File: src/hdl/lcq_pkg.sv
// lcq_pkg: shared types and constants for the linear or circular queue unit
// no dependencies

package lcq_pkg;

  localparam int LIMIT_W = 7;
  localparam int APB_DATA_W = 32;
  localparam int APB_ADDR_W = 3;

  localparam logic [LIMIT_W-1:0] LIMIT_RESET = 7'd64;
  localparam logic MODE_RESET = 1'b1;

  // register index taken from paddr[2]
  localparam logic REG_MODE = 1'b0;
  localparam logic REG_LIMIT = 1'b1;

  typedef enum logic [1:0] {
    FUNC_INSERT = 2'd0,
    FUNC_DELETE = 2'd1,
    FUNC_DISPLAY = 2'd2,
    FUNC_UNUSED = 2'd3
  } func_t;

  typedef enum logic [1:0] {
    OP_INSERT,
    OP_DELETE,
    OP_DISPLAY,
    OP_NOP
  } op_t;

  typedef enum logic [1:0] {
    STAT_OK = 2'd0,
    STAT_OVERFLOW = 2'd1,
    STAT_UNDERFLOW = 2'd2
  } status_t;

  typedef enum logic [1:0] {
    ST_IDLE,
    ST_DELETE,
    ST_DISPLAY
  } state_t;

  typedef struct packed {
    logic circular_mode;
    logic [LIMIT_W-1:0] queue_limit;
  } cfg_t;

endpackage

File: src/hdl/linear_or_circular_queue_unit.sv
// linear_or_circular_queue_unit: top level with stream ports and register port
// depends on lcq_pkg, lcq_front, lcq_back
//
// Array queue of DEPTH words, linear or circular by the mode register, limited to
// queue_limit entries. Commands enter a two-entry queue and run one at a time.
// Insert, an unused func code, or delete and display on an empty queue load their
// result from the idle state. Delete and display read the store through its
// registered read port and load from their own state, display once per element shown.
// The result register holds one transaction; commands wait while it holds one not taken.

module linear_or_circular_queue_unit import lcq_pkg::*; #(
  parameter int DEPTH = 64,
  parameter int DATA_WIDTH = 32
) (
  input  logic                                   clk,
  input  logic                                   rst,
  input  logic                                   s_tvalid,
  output logic                                   s_tready,
  input  logic [((DATA_WIDTH + 7) / 8) * 8 - 1:0] s_tdata,  // data_in
  input  logic [1:0]                             s_tuser,  // func
  output logic                                   m_tvalid,
  input  logic                                   m_tready,
  output logic [((DATA_WIDTH + 9) / 8) * 8 - 1:0] m_tdata,  // data_out, is_empty, is_full
  output logic [1:0]                             m_tuser,  // status
  output logic                                   m_tlast,
  input  logic                                   psel,
  input  logic                                   penable,
  input  logic                                   pwrite,
  input  logic [APB_ADDR_W-1:0]                  paddr,
  input  logic [APB_DATA_W-1:0]                  pwdata,
  output logic [APB_DATA_W-1:0]                  prdata,
  output logic                                   pready
);

  localparam int OUT_TW = ((DATA_WIDTH + 9) / 8) * 8;

  cfg_t                  cfg;
  logic                  cmd_valid;
  logic                  cmd_ready;
  op_t                   cmd_op;
  logic [DATA_WIDTH-1:0] cmd_data;
  logic [DATA_WIDTH-1:0] out_data;
  logic                  out_empty;
  logic                  out_full;

  assign pready = 1'b1;

  always_ff @(posedge clk) begin
    if (rst) begin
      cfg.circular_mode <= MODE_RESET;
      cfg.queue_limit   <= LIMIT_RESET;
    end else if (psel && penable && pwrite) begin
      case (paddr[2])
        REG_MODE:  cfg.circular_mode <= pwdata[0];
        REG_LIMIT: cfg.queue_limit   <= pwdata[LIMIT_W-1:0];
        default:   cfg <= cfg;
      endcase
    end
  end

  always_comb begin
    case (paddr[2])
      REG_MODE:  prdata = {{(APB_DATA_W - 1){1'b0}}, cfg.circular_mode};
      REG_LIMIT: prdata = {{(APB_DATA_W - LIMIT_W){1'b0}}, cfg.queue_limit};
      default:   prdata = '0;
    endcase
  end

  lcq_front #(
    .DATA_WIDTH(DATA_WIDTH)
  ) u_front (
    .clk       (clk),
    .rst       (rst),
    .in_valid  (s_tvalid),
    .in_ready  (s_tready),
    .in_func   (s_tuser),
    .in_data   (s_tdata[DATA_WIDTH-1:0]),
    .cmd_valid (cmd_valid),
    .cmd_ready (cmd_ready),
    .cmd_op    (cmd_op),
    .cmd_data  (cmd_data)
  );

  lcq_back #(
    .DEPTH     (DEPTH),
    .DATA_WIDTH(DATA_WIDTH)
  ) u_back (
    .clk       (clk),
    .rst       (rst),
    .cfg       (cfg),
    .cmd_valid (cmd_valid),
    .cmd_ready (cmd_ready),
    .cmd_op    (cmd_op),
    .cmd_data  (cmd_data),
    .out_valid (m_tvalid),
    .out_ready (m_tready),
    .out_status(m_tuser),
    .out_data  (out_data),
    .out_empty (out_empty),
    .out_full  (out_full),
    .out_last  (m_tlast)
  );

  assign m_tdata = OUT_TW'({out_full, out_empty, out_data});

endmodule

File: src/hdl/lcq_front.sv
// lcq_front: input side, decodes func and holds commands in a two-entry queue
// depends on lcq_pkg

module lcq_front import lcq_pkg::*; #(
  parameter int DATA_WIDTH = 32
) (
  input  logic                  clk,
  input  logic                  rst,
  input  logic                  in_valid,
  output logic                  in_ready,
  input  logic [1:0]            in_func,
  input  logic [DATA_WIDTH-1:0] in_data,
  output logic                  cmd_valid,
  input  logic                  cmd_ready,
  output op_t                   cmd_op,
  output logic [DATA_WIDTH-1:0] cmd_data
);

  op_t                  op_mem [2];
  logic [DATA_WIDTH-1:0] data_mem [2];
  logic                 wr_ptr;
  logic                 rd_ptr;
  logic [1:0]           count;
  logic                 push;
  logic                 pop;
  op_t                  op_dec;

  always_comb begin
    case (func_t'(in_func))
      FUNC_INSERT:  op_dec = OP_INSERT;
      FUNC_DELETE:  op_dec = OP_DELETE;
      FUNC_DISPLAY: op_dec = OP_DISPLAY;
      default:      op_dec = OP_NOP;
    endcase
  end

  assign in_ready  = (count != 2'd2);
  assign cmd_valid = (count != 2'd0);
  assign push      = in_valid && in_ready;
  assign pop       = cmd_valid && cmd_ready;
  assign cmd_op    = op_mem[rd_ptr];
  assign cmd_data  = data_mem[rd_ptr];

  always_ff @(posedge clk) begin
    if (push) begin
      op_mem[wr_ptr]   <= op_dec;
      data_mem[wr_ptr] <= in_data;
    end
  end

  always_ff @(posedge clk) begin
    if (rst) begin
      wr_ptr <= 1'b0;
      rd_ptr <= 1'b0;
      count  <= 2'd0;
    end else begin
      if (push) wr_ptr <= ~wr_ptr;
      if (pop) rd_ptr <= ~rd_ptr;
      case ({push, pop})
        2'b10:   count <= count + 2'd1;
        2'b01:   count <= count - 2'd1;
        default: count <= count;
      endcase
    end
  end

endmodule

File: src/hdl/lcq_back.sv
// lcq_back: queue store, head and tail state, command sequencer and result register
// depends on lcq_pkg

module lcq_back import lcq_pkg::*; #(
  parameter int DEPTH = 64,
  parameter int DATA_WIDTH = 32
) (
  input  logic                  clk,
  input  logic                  rst,
  input  cfg_t                  cfg,
  input  logic                  cmd_valid,
  output logic                  cmd_ready,
  input  op_t                   cmd_op,
  input  logic [DATA_WIDTH-1:0] cmd_data,
  output logic                  out_valid,
  input  logic                  out_ready,
  output logic [1:0]            out_status,
  output logic [DATA_WIDTH-1:0] out_data,
  output logic                  out_empty,
  output logic                  out_full,
  output logic                  out_last
);

  localparam int IW = $clog2(DEPTH);
  localparam int CW = (IW + 1 > LIMIT_W) ? IW + 1 : LIMIT_W;

  function automatic logic [IW-1:0] step_idx(input logic [IW-1:0] i,
                                             input logic [CW-1:0] lim);
    logic [CW-1:0] n;
    n = CW'(i) + CW'(1);
    return (n >= lim) ? '0 : n[IW-1:0];
  endfunction

  function automatic logic full_fn(input logic [IW-1:0] h, input logic [IW-1:0] t,
                                   input logic e, input logic circ,
                                   input logic [CW-1:0] lim);
    if (e) return 1'b0;
    if (circ) return step_idx(t, lim) == h;
    return CW'(t) >= (lim - CW'(1));
  endfunction

  logic [DATA_WIDTH-1:0] mem [DEPTH];
  logic [DATA_WIDTH-1:0] rd_data;

  state_t          state, state_next;
  logic [IW-1:0]   head, head_next;
  logic [IW-1:0]   tail, tail_next;
  logic            empty, empty_next;
  logic [IW-1:0]   idx, idx_next;
  logic [CW-1:0]   cnt, cnt_next;

  logic                  we;
  logic [IW-1:0]         waddr;
  logic                  re;
  logic [IW-1:0]         raddr;
  logic                  out_free;
  logic                  load;
  status_t               ld_status;
  logic [DATA_WIDTH-1:0] ld_data;
  logic                  ld_last;
  logic [CW-1:0]         lim;
  logic [CW-1:0]         lim_raw;
  logic                  full_cur;
  logic                  disp_end;
  logic [IW-1:0]         step_tmp;

  // effective limit: zero acts as one, above depth acts as depth
  assign lim_raw = CW'(cfg.queue_limit);
  always_comb begin
    if (lim_raw == '0) lim = CW'(1);
    else if (lim_raw > CW'(DEPTH)) lim = CW'(DEPTH);
    else lim = lim_raw;
  end

  assign full_cur = full_fn(head, tail, empty, cfg.circular_mode, lim);
  assign out_free = !out_valid || out_ready;
  assign disp_end = (idx == tail) || ((cnt + CW'(1)) >= lim);

  always_comb begin
    state_next = state;
    head_next  = head;
    tail_next  = tail;
    empty_next = empty;
    idx_next   = idx;
    cnt_next   = cnt;
    cmd_ready  = 1'b0;
    we         = 1'b0;
    waddr      = '0;
    re         = 1'b0;
    raddr      = head;
    load       = 1'b0;
    ld_status  = STAT_OK;
    ld_data    = '0;
    ld_last    = 1'b1;
    step_tmp   = '0;
    case (state)
      ST_IDLE: begin
        if (cmd_valid && out_free) begin
          cmd_ready = 1'b1;
          case (cmd_op)
            OP_INSERT: begin
              if (empty) begin
                we         = 1'b1;
                waddr      = '0;
                head_next  = '0;
                tail_next  = '0;
                empty_next = 1'b0;
                load       = 1'b1;
              end else if (full_cur) begin
                load      = 1'b1;
                ld_status = STAT_OVERFLOW;
              end else begin
                step_tmp  = step_idx(tail, lim);
                we        = 1'b1;
                waddr     = step_tmp;
                tail_next = step_tmp;
                load      = 1'b1;
              end
            end
            OP_DELETE: begin
              if (empty) begin
                load      = 1'b1;
                ld_status = STAT_UNDERFLOW;
              end else begin
                re         = 1'b1;
                raddr      = head;
                state_next = ST_DELETE;
              end
            end
            OP_DISPLAY: begin
              if (empty) begin
                load      = 1'b1;
                ld_status = STAT_UNDERFLOW;
              end else begin
                re         = 1'b1;
                raddr      = head;
                idx_next   = head;
                cnt_next   = '0;
                state_next = ST_DISPLAY;
              end
            end
            default: begin
              load = 1'b1;
            end
          endcase
        end
      end
      ST_DELETE: begin
        if (out_free) begin
          load    = 1'b1;
          ld_data = rd_data;
          if (head == tail) begin
            empty_next = 1'b1;
            head_next  = '0;
            tail_next  = '0;
          end else begin
            head_next = step_idx(head, lim);
          end
          state_next = ST_IDLE;
        end
      end
      ST_DISPLAY: begin
        if (out_free) begin
          load    = 1'b1;
          ld_data = rd_data;
          ld_last = disp_end;
          if (disp_end) begin
            state_next = ST_IDLE;
          end else begin
            step_tmp = step_idx(idx, lim);
            re       = 1'b1;
            raddr    = step_tmp;
            idx_next = step_tmp;
            cnt_next = cnt + CW'(1);
          end
        end
      end
      default: begin
        state_next = ST_IDLE;
      end
    endcase
  end

  always_ff @(posedge clk) begin
    if (we) mem[waddr] <= cmd_data;
    if (re) rd_data <= mem[raddr];
  end

  always_ff @(posedge clk) begin
    if (rst) begin
      state <= ST_IDLE;
      head  <= '0;
      tail  <= '0;
      empty <= 1'b1;
      idx   <= '0;
      cnt   <= '0;
    end else begin
      state <= state_next;
      head  <= head_next;
      tail  <= tail_next;
      empty <= empty_next;
      idx   <= idx_next;
      cnt   <= cnt_next;
    end
  end

  always_ff @(posedge clk) begin
    if (rst) begin
      out_valid <= 1'b0;
    end else if (load) begin
      out_valid <= 1'b1;
    end else if (out_ready) begin
      out_valid <= 1'b0;
    end
  end

  // flags reflect the queue state after the step
  always_ff @(posedge clk) begin
    if (load) begin
      out_status <= ld_status;
      out_data   <= ld_data;
      out_empty  <= empty_next;
      out_full   <= full_fn(head_next, tail_next, empty_next, cfg.circular_mode, lim);
      out_last   <= ld_last;
    end
  end

endmodule

File: config.mk
export PLATFORM = sky130hd
export DESIGN_NAME = linear_or_circular_queue_unit
export DESIGN_NICKNAME = d
export VERILOG_FILES = /design/src/hdl/lcq_pkg.sv /design/src/hdl/linear_or_circular_queue_unit.sv /design/src/hdl/lcq_front.sv /design/src/hdl/lcq_back.sv
export SDC_FILE = /design/constraint.sdc
export NUM_CORES = 2
export LEC_CHECK = 0
export BUFFER_PORTS_ARGS = -buffer_cell sky130_fd_sc_hd__buf_2
export CORE_ASPECT_RATIO = 1.2
export CORE_MARGIN = 4
export CORE_UTILIZATION = 35
export CTS_CLUSTER_SIZE = 28
export DETAILED_ROUTE_END_ITERATION = 10
export SETUP_SLACK_MARGIN = 0.15
export SLEW_MARGIN = 20
export SYNTH_ARGS = -nofsm -noshare
export SYNTH_HDL_FRONTEND = slang
export SYNTH_SLANG_ARGS = --single-unit
File: constraint.sdc
create_clock -name clk -period 14.75 [get_ports clk]
set_input_delay 0 -clock clk [delete_from_list [all_inputs] [get_ports clk]]
set_output_delay 0 -clock clk [all_outputs]
set_load 0.1 [all_outputs]
======== Word level (Yosys, flattened, before mapping) ========
Memory sizes are Yosys's and may differ from the RTL's. A register that Yosys moved wholly into a read port is not among the register bits.
Cells that the tools add are included.
word-level totals
  register bits ........................... 78
  RAM bits ................................ 2116
  logic and storage cells ................. 188
  memories kept ........................... 3
memory list
  memory            depth  bits a word  read ports  clocked after Yosys merged registers in  wr ports  RTL line         RTL
  u_back.mem        64     32           1           1                                        1         lcq_back.sv:42   logic [DATA_WIDTH-1:0] mem [DEPTH];
  u_front.data_mem  2      32           1           1                                        1         lcq_front.sv:20  logic [DATA_WIDTH-1:0] data_mem [2];
  u_front.op_mem    2      2            1           1                                        1         lcq_front.sv:19  op_t op_mem [2];
cells by class
  $add $sub $neg .......................... 8
  magnitude comparators ................... 8
  equality and inequality tests ........... 23
  muxes and demuxes ....................... 101
  bitwise gates (word level) .............. 3
  reduce and logical (&&, ||, !) cells .... 25
operator list
  kind                                                    number
  2-to-1 mux 6 bit                                        28
  case mux 32 bit (2 select lines)                        1
  2-to-1 mux 7 bit                                        7
  2-to-1 mux 1 bit                                        45
  case mux 6 bit (2 select lines)                         3
  greater-or-equal comparator 7 bit                       5
  adder 6 x 1 -> 7 bit (second input constant)            4
  == test 6 bit                                           4
  2-to-1 mux 2 bit                                        8
  greater-or-equal comparator 6 x 7 -> 1 bit              2
  case mux 7 bit (2 select lines)                         1
  case mux 2 bit (2 select lines)                         3
  case mux 2 bit (3 select lines)                         2
  AND reduction 2 bit                                     5
  inequality test 3 bit (second input constant)           3
  == test 2 x 1 -> 1 bit (second input constant)          4
  == test 2 bit (second input constant)                   4
  inequality test 2 x 1 -> 1 bit (second input constant)  4
  inequality test 2 bit (second input constant)           4
  nonzero test 2 bit                                      4
  adder 7 x 1 -> 7 bit (second input constant)            1
  > comparator 7 bit (second input constant)              1
  logical NOT 7 bit                                       1
  AND reduction 7 bit                                     1
  other kinds (11)                                        23

======== Depth between registers and ports, before layout ========
  depth in word-level cells ............... 21
  depth in mapped cells ................... 30
  mapped depth without buffers ............ 29

======== Hierarchy ========
A second synthesis with hierarchy kept.
unflattened totals
  cell total of the unflattened synthesis .. 7165
  area total of the unflattened synthesis .. 89947.5 µm²
by module, submodules not included
  module                         instances  cells each  area an instance (µm²)  seq. area each (µm²)
  lcq_back                       1          6954        86589.3                 64151.5
  lcq_front                      1          132         2675.1                  2142.1
  linear_or_circular_queue_unit  1          79          683.2                   160.2

======== Worst setup path after synthesis ========
No wires, ideal clock.
  path type ............................... flip-flop to flip-flop
  from .................................... register u_back.tail[1]
  to ...................................... register u_back.out_full, data pin
  data arrival time ....................... 5.624 ns
  path slack .............................. 8.867 ns
  cell stages (with the launch flop) ...... 30
  path buffers ............................ 2
  path through ............................ dfxtp_1 > clkbuf_1 > nand2_1 > nor2_2 > xnor2_1 > inv_1 > ha_1 > a21o_1 > o21ai_1 > o211ai_1 > or4_1 > nand3_1 > nand3_1 > a222oi_1 > inv_1 > ha_1 > ha_1 > a21o_1 > a21o_1 > a21oi_1 > nor2b_1 > o21ai_0 > nand2b_1 > a21oi_1 > clkbuf_1 > o21ai_0 > a32oi_1 > nor3b_1 > o2bb2ai_1 > a21oi_1
between the ends
  cells in the longest elaborated chain, start to end .. 19
  elaborated cells between the ends (all ways) .. 32
  classes of those cells .................. add/sub: 2; order compare: 4; eq/ne: 3; mux: 23
RTL lines
  item                               RTL line         RTL
  start, declared                    lcq_back.sv:47   logic [IW-1:0] tail, tail_next;
  start signal, assigned             lcq_back.sv:200  tail <= tail_next;
  adder 6 x 1 -> 7 bit               lcq_back.sv:30   n = CW'(i) + CW'(1);
  greater-or-equal comparator 7 bit  lcq_back.sv:31   return (n >= lim) ? '0 : n[IW-1:0];
  2-to-1 mux 6 bit                   lcq_back.sv:31
  == test 6 bit                      lcq_back.sv:38   if (circ) return step_idx(t, lim) == h;
  2-to-1 mux 1 bit                   lcq_back.sv:38
  2-to-1 mux 1 bit                   lcq_back.sv:39   return CW'(t) >= (lim - CW'(1));
  2-to-1 mux 1 bit                   lcq_back.sv:38
  2-to-1 mux 6 bit                   lcq_back.sv:109  end else if (full_cur) begin
  [4 not listed]                     -
  named net u_back.tail_next[1]      lcq_back.sv:47
  adder 6 x 1 -> 7 bit               lcq_back.sv:30
  greater-or-equal comparator 7 bit  lcq_back.sv:31
  2-to-1 mux 6 bit                   lcq_back.sv:31
  == test 6 bit                      lcq_back.sv:38
  2-to-1 mux 1 bit                   lcq_back.sv:38
  2-to-1 mux 1 bit *                 lcq_back.sv:39
  2-to-1 mux 1 bit *                 lcq_back.sv:38
  end signal, assigned               lcq_back.sv:223  out_full <= full_fn(head_next, tail_next, empty_next, cfg.circular_mode, lim);
  end, declared                      lcq_back.sv:20   output logic out_full,
The timed path passes the listed nets; every way through them passes the cells marked *. The select of a mux whose other input is x is not followed.
A chain may end at the register's enable or synchronous reset.

======== Worst setup path in the final report ========
  from .................................... register cfg[4] (netlist name)
  to ...................................... register u_back.rd_data[27] (read register of u_back.mem), data pin
between the ends
  cells in the longest elaborated chain, start to end .. 8
  elaborated cells between the ends (all ways) .. 14
  classes of those cells .................. order compare: 3; mux: 9; reduce/logical: 2
RTL lines
  item                                                                 RTL line                        RTL
  > comparator 7 bit                                                   lcq_back.sv:71                  else if (lim_raw > CW'(DEPTH)) lim = CW'(DEPTH);
  2-to-1 mux 7 bit                                                     lcq_back.sv:71
  2-to-1 mux 7 bit *                                                   lcq_back.sv:70                  if (lim_raw == '0) lim = CW'(1);
  greater-or-equal comparator 7 bit, on equally long branches          lcq_back.sv:77, lcq_back.sv:31
  logical OR 1 bit or 2-to-1 mux 6 bit (tied branches)                 lcq_back.sv:77, lcq_back.sv:31
  2-to-1 mux 1 bit or 2-to-1 mux 6 bit (tied branches)                 lcq_back.sv:167                 if (disp_end) begin
  2-to-1 mux 1 bit or 2-to-1 mux 6 bit (tied branches)                 lcq_back.sv:163                 if (out_free) begin
  case mux 1 bit (2 select lines) or 2-to-1 mux 6 bit (tied branches)  -
  end, declared                                                        lcq_back.sv:43                  logic [DATA_WIDTH-1:0] rd_data;
Mark *: on every way between the ends. The rest lies on a longest branch, timed or not.

==> out/qor.yml <==
final_cell_mix: "edfxtp_1 (2185), nand2_1 (605), nand3_1 (442)"
pre_cts_ws_ns: 6.824
synth_cell_type_count: 76
synth_seq_area_share_pct: 75.67
clock_latency_ns: 0.85
synth_cells: 4970
worst_pin_slew_ns: 1.129
overflow: 0
fin_nets: 5381
rr_worst_depth: 19
setup_violations: 0
synth_top_flop_cell: "edfxtp_1"
drt-vias-per-instance: 5.487
grt_pass1_vias: 47570
worst_slack_ns: 6.841
hold_viol_final: 0
hpwl_mm: 121.3
grt_pass1_wl_mm: 337.4
crit_path_frequent_cell: "a21o_1"
holdCritStartpoint: "pwrite"
synth-edff-count: 2185
wl_per_cell_um: 26.92
slew_headroom_pct: 24.74
root_buffer: "clkbuf_16"
max_stage_delay_ns: 0.83
drc: 0
die_area_um2: 259000
drt_iter0_markers: 5507
p_leak_uw: 0.03174
peakVddDrop_mv: 0.2101
crit_type: "reg -> reg"
drive_gt1_share_pct: 18.71
async_flop_share_pct: 0
synth_seq_cells: 2227
path_cells: "nor2_1 > a21oi_1 > nor2_1 > ha_1 > nand2b_1 > a21o_1 > a21o_1 > a21o_1 > a21o_1 > a21oi_1 > o211a_2 > mux2i_4 > buf_12 > buf_4 > mux4_2 > a22o_1 > nor2_1 > nand3_1 > or3_1"
finClkSkew_ns: 0.03213
cts.sinks: 2227
clk_pin_slew_ns: 0.06
cts-buffers-inserted: 213
final_common_cell: "edfxtp_1"
cp_slowest_cell: "buf_4"
rsz0062_at_grt: "no"
die_w_um: 465.3
hold_end: "cfg[4]$_SDFFE_PP0P_"
port_buffers: 94
grt_usage_pct: 17.82
power_density_nw_per_um2: 148.3
wirelength_mm: 236.2
holdPathStages: 5
htree_levels: 4
vias: 48139
dr.pass1.iters: 6
regToRegSetupSlack_ns: 6.84
reg2reg_to: "u_back.rd_data[27]$_DFFE_PP_"
post_cts_buffers: 0
start_kind: "register"
post-route-util_pct: 40.34
cp.arrival_ns: 8.49
grt_antenna_before_repair: 10
cts_tree: "done"
grt_start_max_net_pins: 183
cp-end-kind: "register"
crit_fanout: 98
clockBufferDepth: 3
post-route-min-period_ns: 7.909
fin_tns_setup_ns: 0
min_path_type: "in -> reg"
netlist_area_um2: 87830
rows: 201
start_util_pct: 35.17
cts_resized: 0
syn_to_final_growth_pct: 14.72
die_h_um: 556.7
coreArea_um2: 249700
postRouteAntennaNets: 0
reg2reg_from: "cfg[4]$_SDFFE_PP0P_"
place_congestion: 0.8172
holdWs_ns: 0.2496
fmax_ghz: 0.1264
yosysWarnings: 0
maxSlewViolCount: 0
hold_buffers: 102
critPathRequiredTime_ns: 15.33
status: "completed"
cap_viol_max_count: 0
postSynthAreaPerCell_um2: 17.67
period_share_pct: 53.62
io_pins: 154
## worst max-delay path by stage
stage	start	to	slack, ns	depth (start not counted)
final	cfg[4]$_SDFFE_PP0P_	u_back.rd_data[27]$_DFFE_PP_	6.84	19
after global routing	cfg[4]$_SDFFE_PP0P_	u_back.rd_data[4]$_DFFE_PP_	6.45	19
after CTS	cfg[4]$_SDFFE_PP0P_	u_back.rd_data[27]$_DFFE_PP_	6.80	19
after detailed placement	cfg[4]$_SDFFE_PP0P_	u_back.rd_data[22]$_DFFE_PP_	6.82	18
after global placement	cfg[2]$_SDFFE_PP0P_	u_back.rd_data[27]$_DFFE_PP_	6.85	19
after floorplan	u_back.tail[1]$_SDFF_PP0_	u_back.out_full$_SDFFCE_PP0P_	8.87	29
## cells by family after synthesis
family / after synthesis / synth area share (%)
other: 2 / 0.008551
adders and majority gates: 62 / 0.8833
and+or+nand+nor: 1543 / 8.182
xor gates and xnor gates: 46 / 0.4830
muxes: 442 / 10.34
DFF: 2227 / 75.67
AOI/OAI and AO/OA: 313 / 2.697
buffers and inverters: 335 / 1.741
## state kept, by name, indices dropped and copies added (netlist names), 4 cells and up, named ones only
name              count
u_back.rd_data       32
u_back.head           6
u_back.cnt            7
u_back.tail           6
u_front.op_mem        4
u_back.out_data      32
u_front.data_mem     64
u_back.mem         2048
u_back.idx            6
cfg                   8
## cell type report
class	instances	area [µm²]
diodes	4	10.01
clock buffers	264	5585
clock inverters	129	1126
fillers	22147	149000
inverters	34	127.6
multi-input cells	2438	20690
flip-flops and latches	2227	66460
well taps	3349	4190
repair buffers	329	2567
## critical path: cells and delay by family, from the launching register on
kind | cells | cell delay (ns)
buffers and inverters | 2 | 1.42
adder cells (fa/ha/maj) | 1 | 0.36
multiplexers | 2 | 1.19
flip-flops | 1 | 0.36
AO/OA/AOI/OAI | 8 | 1.96
AND/OR/NAND/NOR | 6 | 2.14
## synth_stat cells, drive strengths merged, types with 4 or more instances
| master | number | share of area [%] |
|---|---|---|
| a21oi | 41 | 0.23 |
| o21ai | 21 | 0.12 |
| mux2 | 39 | 0.50 |
| nand4 | 168 | 1.2 |
| a22o | 62 | 0.62 |
| a22oi | 66 | 0.56 |
| inv | 32 | 0.14 |
| buf | 138 | 0.90 |
| o31ai | 4 | 0.050 |
| or4 | 4 | 0.034 |
| a211o | 6 | 0.060 |
| and2 | 9 | 0.067 |
| clkbuf | 163 | 0.70 |
| mux2i | 35 | 0.40 |
| nor3 | 21 | 0.12 |
| mux4 | 368 | 9.4 |
| edfxtp | 2185 | 75 |
| nand2b | 19 | 0.14 |
| o22ai | 5 | 0.036 |
| nand2 | 605 | 2.6 |
| nor2 | 165 | 0.71 |
| xor2 | 25 | 0.26 |
| a41oi | 30 | 0.30 |
| or3 | 37 | 0.26 |
| and3 | 41 | 0.29 |
| a211oi | 10 | 0.091 |
| nor2b | 13 | 0.093 |
| nand4b | 4 | 0.040 |
| a32oi | 5 | 0.050 |
| nand3 | 442 | 2.5 |
| ha | 62 | 0.88 |
| a21o | 21 | 0.18 |
| a31oi | 8 | 0.057 |
| dfxtp | 42 | 0.96 |
| xnor2 | 20 | 0.20 |
## metrics by stage
stage               power, µW  instances  cell area (µm²)
detailed placement       9770       8274            92930
finish                  14950       8774           100800
global placement         9698       8274            92920
floorplan                9089       5000            87940
CTS                     15030       8769           100700
global route            15420       8770           100700
## power by group
group | leakage, µW | switching (µW) | internal [µW]
logic | 0.00844 | 1550 | 341
registers | 0.0200 | 50.2 | 7710
clock network | 0.00328 | 2340 | 2950
total | 0.0317 | 3940 | 11000
## routing by layer
metal  part of all wire, %  GRT usage (%)
met5                0.0055              0
met2                    51          31.27
met4                   2.9          5.158
met1                    39          22.85
met3                   7.2          2.806
No activity file was read; power rests on OpenSTA's default activity.
